[config.mk]
export PLATFORM = sky130hd
export DESIGN_NAME = two_axis_gear_shift_sequencer
export DESIGN_NICKNAME = d
export VERILOG_FILES = /design/src/tgss_pkg.sv /design/src/tgss_step.sv /design/src/two_axis_gear_shift_sequencer.sv
export SDC_FILE = /design/constraint.sdc
export NUM_CORES = 1
export LEC_CHECK = 0
export BUFFER_PORTS_ARGS = -buffer_cell sky130_fd_sc_hd__buf_2
export CAP_MARGIN = 0
export CORE_AREA = 2 2 122 154
export DETAILED_ROUTE_END_ITERATION = 16
export DIE_AREA = 0 0 124 156
export PLACE_DENSITY = 0.72
export SETUP_SLACK_MARGIN = 0.05
export SYNTH_ARGS = -nofsm -noshare
export SYNTH_HDL_FRONTEND = slang
export SYNTH_HIERARCHICAL = 1
export SYNTH_SLANG_ARGS = --single-unit
export TNS_END_PERCENT = 20
[constraint.sdc]
create_clock -name clk -period 9.7 [get_ports clk]
set_clock_uncertainty 0.2 [all_clocks]
set_input_delay 0.97 -clock clk [delete_from_list [all_inputs] [get_ports clk]]
set_output_delay 0.97 -clock clk [all_outputs]
set_load 0.02 [all_outputs]
[src/tgss_pkg.sv]
// ----------------------------------------------------------------------------
// tgss_pkg
// Types, codes and gear tables shared by the gear shift sequencer files.
// ----------------------------------------------------------------------------
package tgss_pkg;

  // sequencer phases, values match the status code on the phase field
  typedef enum logic [3:0] {
    PH_INIT_CENTER   = 4'd0,
    PH_INIT_SETTLE   = 4'd1,
    PH_IDLE          = 4'd2,
    PH_MOVE_CHECK    = 4'd3,
    PH_CENTER        = 4'd4,
    PH_CENTER_SETTLE = 4'd5,
    PH_X_MOVE        = 4'd6,
    PH_X_RECOVER     = 4'd7,
    PH_X_SETTLE      = 4'd8,
    PH_Y_MOVE        = 4'd9,
    PH_Y_RECOVER     = 4'd10,
    PH_DONE_SETTLE   = 4'd11
  } phase_t;

  // axis position codes
  localparam logic [1:0] POS_LOW    = 2'd0;
  localparam logic [1:0] POS_MIDDLE = 2'd1;
  localparam logic [1:0] POS_HIGH   = 2'd2;

  // gear codes
  localparam logic [2:0] GEAR_NEUTRAL = 3'd0;
  localparam logic [2:0] GEAR_MAX     = 3'd6;

  // configuration register indexes
  localparam logic [2:0] CFG_X_TIMEOUT     = 3'd0;
  localparam logic [2:0] CFG_Y_TIMEOUT     = 3'd1;
  localparam logic [2:0] CFG_LONG_SETTLE   = 3'd2;
  localparam logic [2:0] CFG_CENTER_SETTLE = 3'd3;
  localparam logic [2:0] CFG_ATTEMPT_LIMIT = 3'd4;

  localparam logic [15:0] TIMER_MAX = 16'hFFFF;

  // input transaction
  typedef struct packed {
    logic       kind;
    logic [2:0] gear;
    logic [1:0] x_position;
    logic [1:0] y_position;
  } in_item_t;

  // result transaction
  typedef struct packed {
    logic [1:0] x_drive_target;
    logic [1:0] y_drive_target;
    logic       x_enable;
    logic       y_enable;
    logic       ready_res;
    logic [2:0] current_gear;
    logic [3:0] phase;
  } out_item_t;

  // configuration register set
  typedef struct packed {
    logic [15:0] x_timeout_ticks;
    logic [15:0] y_timeout_ticks;
    logic [15:0] long_settle_ticks;
    logic [15:0] center_settle_ticks;
    logic [2:0]  attempt_limit;
  } cfg_t;

  // sequencer state
  typedef struct packed {
    phase_t      phase_reg;
    logic [1:0]  goal_x;
    logic [1:0]  goal_y;
    logic [2:0]  selected_gear;
    logic [2:0]  attempts_left;
    logic [15:0] wait_timer;
    logic [1:0]  x_setpoint;
    logic [1:0]  y_setpoint;
    logic        x_on;
    logic        y_on;
  } seq_state_t;

  // gear to x goal
  function automatic logic [1:0] gear_x_goal(input logic [2:0] g);
    logic [1:0] r;
    case (g)
      3'd1, 3'd2: r = POS_LOW;
      3'd5, 3'd6: r = POS_HIGH;
      default:    r = POS_MIDDLE;
    endcase
    return r;
  endfunction

  // gear to y goal
  function automatic logic [1:0] gear_y_goal(input logic [2:0] g);
    logic [1:0] r;
    case (g)
      3'd1, 3'd3, 3'd5: r = POS_LOW;
      3'd2, 3'd4, 3'd6: r = POS_HIGH;
      default:          r = POS_MIDDLE;
    endcase
    return r;
  endfunction

endpackage

[src/tgss_step.sv]
// ----------------------------------------------------------------------------
// tgss_step
// Next sequencer state and result for one tick or gear request.
// ----------------------------------------------------------------------------
module tgss_step (
  input  tgss_pkg::seq_state_t st,
  input  tgss_pkg::cfg_t       cfg,
  input  tgss_pkg::in_item_t   item,
  output tgss_pkg::seq_state_t st_next,
  output tgss_pkg::out_item_t  res
);

  // start the y move toward its goal
  function automatic tgss_pkg::seq_state_t start_y_move(input tgss_pkg::seq_state_t s);
    tgss_pkg::seq_state_t r;
    r            = s;
    r.wait_timer = '0;
    r.y_setpoint = s.goal_y;
    r.y_on       = 1'b1;
    r.phase_reg  = tgss_pkg::PH_Y_MOVE;
    return r;
  endfunction

  // begin an attempt, or give up when none are left
  function automatic tgss_pkg::seq_state_t start_attempt(input tgss_pkg::seq_state_t s);
    tgss_pkg::seq_state_t r;
    r = s;
    if (s.attempts_left == '0) begin
      r.phase_reg = tgss_pkg::PH_IDLE;
      r.x_on      = 1'b0;
      r.y_on      = 1'b0;
    end else begin
      r.y_on = 1'b0;
      if (s.selected_gear != tgss_pkg::GEAR_NEUTRAL) begin
        r.x_setpoint = s.goal_x;
        r.x_on       = 1'b1;
        r.wait_timer = '0;
        r.phase_reg  = tgss_pkg::PH_X_MOVE;
      end else begin
        r = start_y_move(r);
      end
    end
    return r;
  endfunction

  logic [15:0] timer_inc;
  logic        x_hit;
  logic        y_hit;
  logic        req_take;
  logic        is_idle;

  assign timer_inc = (st.wait_timer != tgss_pkg::TIMER_MAX) ? st.wait_timer + 16'd1
                                                             : st.wait_timer;
  assign x_hit   = (item.x_position == st.goal_x);
  assign y_hit   = (item.y_position == st.goal_y);
  assign is_idle = (st.phase_reg == tgss_pkg::PH_IDLE);

  // request filter: valid gear, idle or neutral, and a change of gear
  assign req_take = (item.gear <= tgss_pkg::GEAR_MAX)
                 && (is_idle || item.gear == tgss_pkg::GEAR_NEUTRAL)
                 && (item.gear != st.selected_gear);

  // next state
  always_comb begin
    st_next = st;
    if (item.kind) begin
      if (req_take) begin
        st_next.selected_gear = item.gear;
        if (item.gear != tgss_pkg::GEAR_NEUTRAL) begin
          st_next.goal_x = tgss_pkg::gear_x_goal(item.gear);
        end
        st_next.goal_y = tgss_pkg::gear_y_goal(item.gear);
        if (is_idle) begin
          st_next.phase_reg = tgss_pkg::PH_MOVE_CHECK;
        end
      end
    end else begin
      case (st.phase_reg)
        tgss_pkg::PH_INIT_CENTER: begin
          st_next.y_setpoint = tgss_pkg::POS_MIDDLE;
          st_next.y_on       = 1'b1;
          if (item.y_position == tgss_pkg::POS_MIDDLE) begin
            st_next.wait_timer = '0;
            st_next.phase_reg  = tgss_pkg::PH_INIT_SETTLE;
          end
        end
        tgss_pkg::PH_INIT_SETTLE: begin
          st_next.wait_timer = timer_inc;
          if (timer_inc >= cfg.long_settle_ticks) begin
            st_next.y_on      = 1'b0;
            st_next.phase_reg = tgss_pkg::PH_IDLE;
          end
        end
        tgss_pkg::PH_MOVE_CHECK: begin
          if (x_hit && y_hit) begin
            st_next.phase_reg = tgss_pkg::PH_IDLE;
          end else begin
            st_next.y_setpoint = tgss_pkg::POS_MIDDLE;
            st_next.y_on       = 1'b1;
            st_next.phase_reg  = tgss_pkg::PH_CENTER;
          end
        end
        tgss_pkg::PH_CENTER: begin
          if (item.y_position == tgss_pkg::POS_MIDDLE) begin
            st_next.wait_timer = '0;
            st_next.phase_reg  = tgss_pkg::PH_CENTER_SETTLE;
          end
        end
        tgss_pkg::PH_CENTER_SETTLE: begin
          st_next.wait_timer = timer_inc;
          if (timer_inc >= cfg.center_settle_ticks) begin
            st_next.attempts_left = cfg.attempt_limit;
            st_next = start_attempt(st_next);
          end
        end
        tgss_pkg::PH_X_MOVE: begin
          st_next.x_setpoint = st.goal_x;
          if (x_hit) begin
            st_next.wait_timer = '0;
            st_next.phase_reg  = tgss_pkg::PH_X_SETTLE;
          end else begin
            st_next.wait_timer = timer_inc;
            if (timer_inc >= cfg.x_timeout_ticks) begin
              st_next.x_setpoint = tgss_pkg::POS_MIDDLE;
              st_next.wait_timer = '0;
              st_next.phase_reg  = tgss_pkg::PH_X_RECOVER;
            end
          end
        end
        tgss_pkg::PH_X_RECOVER: begin
          st_next.wait_timer = timer_inc;
          if (timer_inc >= cfg.long_settle_ticks) begin
            st_next.x_on          = 1'b0;
            st_next.attempts_left = st.attempts_left - 3'd1;
            st_next = start_attempt(st_next);
          end
        end
        tgss_pkg::PH_X_SETTLE: begin
          st_next.wait_timer = timer_inc;
          if (timer_inc >= cfg.long_settle_ticks) begin
            st_next = start_y_move(st_next);
          end
        end
        tgss_pkg::PH_Y_MOVE: begin
          st_next.y_setpoint = st.goal_y;
          if (y_hit) begin
            st_next.wait_timer = '0;
            st_next.phase_reg  = tgss_pkg::PH_DONE_SETTLE;
          end else begin
            st_next.wait_timer = timer_inc;
            if (timer_inc >= cfg.y_timeout_ticks) begin
              st_next.y_setpoint = tgss_pkg::POS_MIDDLE;
              st_next.x_on       = 1'b0;
              st_next.wait_timer = '0;
              st_next.phase_reg  = tgss_pkg::PH_Y_RECOVER;
            end
          end
        end
        tgss_pkg::PH_Y_RECOVER: begin
          st_next.wait_timer = timer_inc;
          if (timer_inc >= cfg.long_settle_ticks) begin
            st_next.attempts_left = st.attempts_left - 3'd1;
            st_next = start_attempt(st_next);
          end
        end
        tgss_pkg::PH_DONE_SETTLE: begin
          st_next.wait_timer = timer_inc;
          if (timer_inc >= cfg.long_settle_ticks) begin
            st_next.x_on      = 1'b0;
            st_next.y_on      = 1'b0;
            st_next.phase_reg = tgss_pkg::PH_IDLE;
          end
        end
        default: begin
          st_next = st;
        end
      endcase
    end
  end

  // result reflects the state after this transaction
  always_comb begin
    res.x_drive_target = st_next.x_setpoint;
    res.y_drive_target = st_next.y_setpoint;
    res.x_enable       = st_next.x_on;
    res.y_enable       = st_next.y_on;
    res.ready_res      = (st_next.phase_reg == tgss_pkg::PH_IDLE);
    res.current_gear   = st_next.selected_gear;
    res.phase          = st_next.phase_reg;
  end

endmodule

[src/two_axis_gear_shift_sequencer.sv]
// ----------------------------------------------------------------------------
// two_axis_gear_shift_sequencer
// Tick-driven sequencer for a two-axis gear selector with retry on timeout.
// ----------------------------------------------------------------------------
// result: registered, and valid in the cycle after its transaction is accepted
// throughput: one transaction per cycle while the result is drained; the state update is a single pass
//   through the step logic and the result register frees as it is read
// reset: synchronous; phase returns to init centering, config registers to
//   their defaults, and the result register empties
module two_axis_gear_shift_sequencer (
  input  logic                clk,
  input  logic                rst,
  input  logic                in_valid,
  output logic                in_ready,
  input  tgss_pkg::in_item_t  in_data,
  output logic                out_valid,
  input  logic                out_ready,
  output tgss_pkg::out_item_t out_data,
  input  logic                cfg_we,
  input  logic [2:0]          cfg_index,
  input  logic [15:0]         cfg_data
);

  tgss_pkg::seq_state_t st;
  tgss_pkg::seq_state_t st_next;
  tgss_pkg::cfg_t       cfg;
  tgss_pkg::out_item_t  res;
  logic                 in_fire;

  // result register accepts whenever it is empty or being drained
  assign in_ready = !out_valid || out_ready;
  assign in_fire  = in_valid && in_ready;

  tgss_step u_step (
    .st      (st),
    .cfg     (cfg),
    .item    (in_data),
    .st_next (st_next),
    .res     (res)
  );

  // configuration registers
  always_ff @(posedge clk) begin
    if (rst) begin
      cfg.x_timeout_ticks     <= 16'd1500;
      cfg.y_timeout_ticks     <= 16'd2000;
      cfg.long_settle_ticks   <= 16'd500;
      cfg.center_settle_ticks <= 16'd200;
      cfg.attempt_limit       <= 3'd4;
    end else if (cfg_we) begin
      case (cfg_index)
        tgss_pkg::CFG_X_TIMEOUT:     cfg.x_timeout_ticks     <= cfg_data;
        tgss_pkg::CFG_Y_TIMEOUT:     cfg.y_timeout_ticks     <= cfg_data;
        tgss_pkg::CFG_LONG_SETTLE:   cfg.long_settle_ticks   <= cfg_data;
        tgss_pkg::CFG_CENTER_SETTLE: cfg.center_settle_ticks <= cfg_data;
        tgss_pkg::CFG_ATTEMPT_LIMIT: cfg.attempt_limit       <= cfg_data[2:0];
        default: ;
      endcase
    end
  end

  // sequencer state, updated once per accepted transaction
  always_ff @(posedge clk) begin
    if (rst) begin
      st.phase_reg     <= tgss_pkg::PH_INIT_CENTER;
      st.goal_x        <= tgss_pkg::POS_MIDDLE;
      st.goal_y        <= tgss_pkg::POS_MIDDLE;
      st.selected_gear <= tgss_pkg::GEAR_NEUTRAL;
      st.attempts_left <= '0;
      st.wait_timer    <= '0;
      st.x_setpoint    <= tgss_pkg::POS_MIDDLE;
      st.y_setpoint    <= tgss_pkg::POS_MIDDLE;
      st.x_on          <= 1'b0;
      st.y_on          <= 1'b0;
    end else if (in_fire) begin
      st <= st_next;
    end
  end

  // result register
  always_ff @(posedge clk) begin
    if (rst) begin
      out_valid <= 1'b0;
    end else if (in_fire) begin
      out_valid <= 1'b1;
    end else if (out_ready) begin
      out_valid <= 1'b0;
    end
  end

  always_ff @(posedge clk) begin
    if (in_fire) begin
      out_data <= res;
    end
  end

  // every accepted transaction leaves a result behind
  a_fire_gives_result: assert property (@(posedge clk) disable iff (rst)
    in_fire |=> out_valid)
    else $error("accepted transaction produced no result");

  // state moves only on an accepted transaction
  a_state_holds: assert property (@(posedge clk) disable iff (rst)
    !in_fire |=> $stable(st))
    else $error("sequencer state changed without a transaction");

  // both drives are off whenever the sequencer sits idle
  a_idle_drives_off: assert property (@(posedge clk) disable iff (rst)
    (st.phase_reg == tgss_pkg::PH_IDLE) |-> (!st.x_on && !st.y_on))
    else $error("drive left enabled in idle");

  // a published result matches the state it was taken from
  a_result_matches_state: assert property (@(posedge clk) disable iff (rst)
    in_fire |=> (out_data.phase == st.phase_reg
                 && out_data.current_gear == st.selected_gear))
    else $error("result out of step with sequencer state");

endmodule
## Yosys cells after proc, flatten, opt, wreduce, memory -nomap -nowiden

Cells that the tools add are included.

- Register bits: 118
- Logic and storage cells: 156
- Output and inout bits: 16
- Bits of input ports: 32

- Equal/unequal tests: 37
- Add/sub/neg operators: 2
- Reductions and logical operators: 33
- Muxes and demuxes: 54
- Bitwise gates (word level): 2
- $lt $le $gt $ge: 5

Operator list:

| kind | number |
|---|---|
| $mux W36 | 4 |
| $pmux W16 S8 | 1 |
| $mux W16 | 5 |
| $ge A16 B16 Y1 | 4 |
| $mux W4 | 11 |
| $mux W20 | 2 |
| $pmux W10 S4 | 1 |
| $pmux W4 S10 | 1 |
| $mux W11 | 2 |
| $mux W18 | 1 |
| $mux W2 | 9 |
| $add A16 B1 Y16 const B | 1 |
| $eq A4 B3 Y1 const B | 4 |
| $eq A4 B4 Y1 const B | 4 |
| $ne A16 B16 Y1 const B | 1 |
| $pmux W2 S7 | 1 |
| $reduce_and A7 Y1 | 2 |
| $eq A3 B2 Y1 const B | 4 |
| $eq A3 B3 Y1 const B | 4 |
| $eq A4 B2 Y1 const B | 3 |
| $logic_not A3 Y1 | 4 |
| $ne A2 B1 Y1 const B | 6 |
| $reduce_bool A3 Y1 | 4 |
| $pmux W2 S5 | 1 |
| other kinds (27) | 53 |

## Longest topological paths before layout

- Word-level depth: 8
- Depth in mapped cells: 20
- Mapped depth without buffers: 16

## Hierarchy

The synthesis kept the hierarchy.

By module, submodules not included:

| module | area an instance (um2) | instances | cells an instance | seq. area each (um2) |
|---|---|---|---|---|
| two_axis_gear_shift_sequencer | 4372.9 | 1 | 464 | 2502.4 |
| tgss_step | 3767.4 | 1 | 544 | 0.0 |

## Worst setup path after synthesis

Ideal clock, no wire load.

- Path kind: register to register
- From: reg st[6] (netlist name)
- To: reg st[2] (netlist name)
- Data arrival time: 4.092 ns
- Period minus slack after synthesis: 4.443 ns
- Buffers on the path: 4
- Path slack: 5.257 ns
- Data required time: 9.350 ns
- Setup time: 0.150 ns
- Cell stages (with the launch flop): 21
- Path through: dfxtp_1 -> ha_1 -> nand3_1 -> nor4_1 -> or2_2 -> clkbuf_1 -> or3_1 -> nand2_1 -> ha_1 -> nand4_1 -> or4_1 -> o32a_1 -> buf_6 -> a21oi_1 -> o22ai_1 -> buf_2 -> o31ai_1 -> o221ai_1 -> buf_4 -> nor2_1 -> mux2i_1

## Worst setup path after layout

- From: reg st[6] (netlist name)
- To: reg st[19] (netlist name)

- Word-level cells in the longest chain between the ends: 6
- Elaborated cells between the ends (all ways): 18
- Classes of those cells: 1 x add/sub; 4 x order compare; 1 x eq/ne; 12 x mux

RTL lines:

| what | line | RTL |
|---|---|---|
| $add A16 B1 Y16 or $ne A16 B16 Y1 (tied branches) | tgss_step.sv:52 | `assign timer_inc = (st.wait_timer != tgss_pkg::TIMER_MAX) ? st.wait_timer + 16'd1` |
| $mux W16 * | tgss_step.sv:52 |  |
| $ge A16 B16 Y1, on equally long branches | tgss_step.sv:151, tgss_step.sv:123 |  |
| $mux W16 or $mux W18 (tied branches) | tgss_step.sv:151, tgss_step.sv:123 |  |
| $mux W16, on equally long branches | tgss_step.sv:146, tgss_step.sv:118 |  |
| $pmux W16 S8 * | tgss_step.sv:78 | `case (st.phase_reg)` |

Every way passes the cells marked *; elsewhere a longest branch is shown, timed or not. The select of a mux whose other input is x is not followed.
A chain may end at the register's enable or synchronous reset.

==> out/metrics.csv <==
stage,metric,value,unit
synth,Syn Area/Cell,8.076,um2
routing,DRT antenna net count,0,
pwr,Max VDD drop,0.1094,mV
setup_path,Crit Path Class,register to register,
timing,fmax,0.1884,GHz
timing,"Slew Viols, Final",0,
routing,initial drt markers,535,
timing,Final Worst Setup Slack,4392,ps
timing,Hold Worst Slack,252.2,ps
placed_design,Setup WS pre-CTS,4555,ps
synth,"FFs w/ async S/R, synth",0,
routing,WL met2,10.26,mm
global_routing,initial antenna violation count,0,
clock_tree,H-Tree Depth,4,
pwr,internal cell power,0.9787,mW
layout,register area,0.002502,mm2
pwr,Logic pwr share,0.087,
placed_design,Post-Place Cell Area,0.008325,mm2
synth,post-synthesis cell count,1008,
layout,fin cells,1253,
pwr,Reg power frac,0.397,
status,outcome,"finished, final reports clean",
routing,Top Layer Used,met4,
pwr,Clk pwr share,0.516,
floorplan,initial core utilization,0.4550,
layout,Final Util,0.4999,
setup_path,Reg-to-Reg End,st[19]$_SDFFE_PP0P_,
floorplan,Die Y,156,um
clock_tree,Clock Latency Late Sink,430,ps
timing,minimum clock period,5308,ps
synth,synthesized cell area,0.008140,mm2
run,max_cap viols,0,
placed_design,dpl hpwl,15.18,mm
timing,setup TNS,0,ps
setup_path,r2r startpoint,st[6]$_SDFFE_PP0P_,
setup_path,CP dominant cell by count,a21oi_1,
clock_tree,clock root buffer,clkbuf_16,
synth,synth warn,6,
clock_tree,cts repair resizes,0,
worst_hold_path,WHS Path Cells,2,
synth,"EDFF count, synth",14,
synth,"Top FF cell, synth",dfxtp_1,
routing,via count,7313,
routing,routed length per placed instance,17.03,um
layout,area grow syn2layout,9.883,%
routing,WL final,21.33,mm
global_routing,GRT Total Usage,0.2270,
setup_path,Worst Setup EP,st[19]$_SDFFE_PP0P_,
layout,Post-Layout Inst Area,0.008945,mm2
layout,proportion of layout cells with a drive suffix above 1,0.1571,
layout,final net count,1111,
setup_path,Max stage delay on crit path,800,ps
layout,Antenna Cells,0,
floorplan,area of the die,0.01934,mm2
routing,router iterations before antenna repair,5,
setup_path,"Data arrival, critical path",5460,ps
timing,RSZ-0062 raised after global routing,false,
pwr,Final Power,1.299,mW
setup_path,Worst Path Max Fanout,11,
setup_path,CP cell instances,"ha_1, nand3_1, nor4_1, buf_4, or2_2, xnor2_1, ha_1, a21oi_1, o21ai_0, a211oi_2, a21oi_1, o22ai_1, or2_1, a32o_2, nand3_1, a21oi_1",
setup_path,"Req. time, crit path",9850,ps
clock_tree,Post-CTS Setup Bufs,0,
clock_tree,CTS sink count,118,
pwr,sw frac,0.2469,
layout,fill count,1720,
setup_path,CP max stage cell,a211oi_2,
clock_tree,Num CTS Buffers,17,
synth,top cell type by total area after synthesis,dfxtp_1,
worst_hold_path,min-delay worst type,register to register,
clock_tree,hold_buf cts,0,
synth,Yosys cell types,94,
global_routing,GR Overflow Total,0,
setup_path,CP Capture Type,register,
synth,Syn Nets,1107,
placed_design,GPL Wtd Cong,0.9539,
global_routing,largest net degree at the start of global routing,68,
floorplan,die width,124,um
timing,fin crit share,0.5472,
placed_design,Inst Count DP,1221,
synth,"flops & latches, synth",118,
timing,slew margin rel.,0.3787,
routing,met1 WL,9.363,mm
setup_path,FF-to-FF path depth,16,
routing,routed vias/inst,5.836,
layout,area of the multi-input gates,0.004966,mm2
floorplan,core area,0.01789,mm2
clock_tree,register clock-pin slew on the reported worst setup and hold paths,60,ps
pwr,leakage dissipation,3.627,nW
pwr,net load switching power,0.3208,mW
clock_tree,CTS tree,done,
routing,DR DRC count,0,
global_routing,first-pass GRT wire length,34.40,mm
routing,metal3 WL,1.123,mm
global_routing,vias in the first global route,6735,
timing,final-report hold violation count,0,
pwr,PwrDens,145.3,mW/mm2
clock_tree,Longest Clk Path Bufs,2,
floorplan,I/O pin cnt,48,
setup_path,FF-to-FF setup slack,4390,ps
placed_design,IO buf count,47,
setup_path,CP Launch Type,register,
timing,Worst-Margin Slew,932.0,ps
timing,Setup Viol. Count Final,0,
floorplan,# rows,55,
synth,top cell type's share of synthesized area,0.2558,
synth,ranking of synthesized cells by area,"dfxtp_1 26%, ha_1 10%, a21oi_1 8.1%",
setup_path,crit path launch,st[6]$_SDFFE_PP0P_,
synth,sequential fraction of the synthesis area,0.3074,
==> layout make-up <==
type | instances | share of cell area
Inverter | 73 | 0.03063
Sequential cell | 118 | 0.2798
Clock inverter | 13 | 0.01972
Tap cell | 228 | 0.03189
Timing Repair Buffer | 55 | 0.03329
Clock buffer | 19 | 0.04952
Multi-Input combinational cell | 747 | 0.5552
==> layout by cell type, fill, tap and decap left out, types with 9 or more instances in the layout <==
cell type and instances:
or3_1 10, nand4_1 10, inv_1 73, nor2_1 44
ha_1 67, buf_4 9, a21oi_1 131, a21bo_2 32
o211ai_1 11, xnor2_1 14, nand2b_1 10, nand3_1 52
o21ai_0 34, edfxtp_1 14, buf_2 46, dfxtp_1 104
clkbuf_16 17, nand2_1 140, nor3_1 36
==> logic make-up (layout without fill, tap and decap cells) <==
logic type / count (synthesis) / after routing / synth area share
AND/OR/NAND/NOR: 350 / 350 / 0.2132
multiplexers: 14 / 14 / 0.01814
XOR/XNOR: 19 / 19 / 0.02044
flip-flops: 118 / 118 / 0.3074
buffers and inverters: 143 / 160 / 0.08346
adder cells (fa/ha/maj): 67 / 67 / 0.1030
AO/OA/AOI/OAI: 297 / 297 / 0.2544
==> cells in the mapped netlist, types with 8 or more instances <==
cell type,n
nand2b_1,11
a21bo_2,32
clkbuf_1,27
mux2i_1,8
buf_2,17
o21ai_0,34
nand4_1,10
edfxtp_1,14
a21oi_1,131
o211ai_1,11
nor3_1,36
a32o_2,8
nand3_1,52
xnor2_1,14
nand2_1,140
o21a_1,8
nor2_1,44
buf_6,8
or3_1,10
dfxtp_1,104
inv_1,73
buf_4,14
ha_1,67
==> worst min path at each step <==
stage | from | end | slack (ps)
6_report | cfg[17]$_SDFFE_PP0P_ | cfg[17]$_SDFFE_PP0P_ | 250
5_1_grt | cfg[33]$_SDFFE_PP0P_ | cfg[33]$_SDFFE_PP0P_ | 270
4_1_cts | cfg[28]$_SDFFE_PP0P_ | cfg[28]$_SDFFE_PP0P_ | 250
3_5_place_dp | cfg[32]$_SDFFE_PP0P_ | cfg[32]$_SDFFE_PP0P_ | 250
3_3_place_gp | cfg[56]$_SDFFE_PP0P_ | cfg[56]$_SDFFE_PP0P_ | 240
2_1_floorplan | cfg[11]$_SDFFE_PP0P_ | cfg[11]$_SDFFE_PP0P_ | 240
==> routing by layer <==
layer,global-route usage,vias up
met1,0.2853,3418
met5,0,-
met3,0.04057,49
met2,0.3804,240
met4,0.09203,0
li1,-,3606
==> state kept, by name, summed over array words and instances (netlist names) <==
register / cells
st: 36
out_data: 14
cfg: 67
out_valid: 1
==> power by group through the flow <==
stage	Combinational, mW	Sequential (mW)	Clock, mW
5_1_grt	0.125	0.517	0.702
4_1_cts	0.112	0.515	0.680
2_1_floorplan	0.0801	0.526	0
3_5_place_dp	0.111	0.526	0
6_report	0.113	0.515	0.671
3_3_place_gp	0.111	0.525	0
==> worst max-delay path, delay by kind of cell (launching register included) <==
family / cells / cell delay, ps
AND/OR/NAND/NOR: 5 / 1140
adder cells (fa/ha/maj): 2 / 600
flip-flops: 1 / 470
buffers and inverters: 1 / 220
AO/OA/AOI/OAI: 7 / 2330
XOR/XNOR: 1 / 260
(Power assumes the default switching activity.)
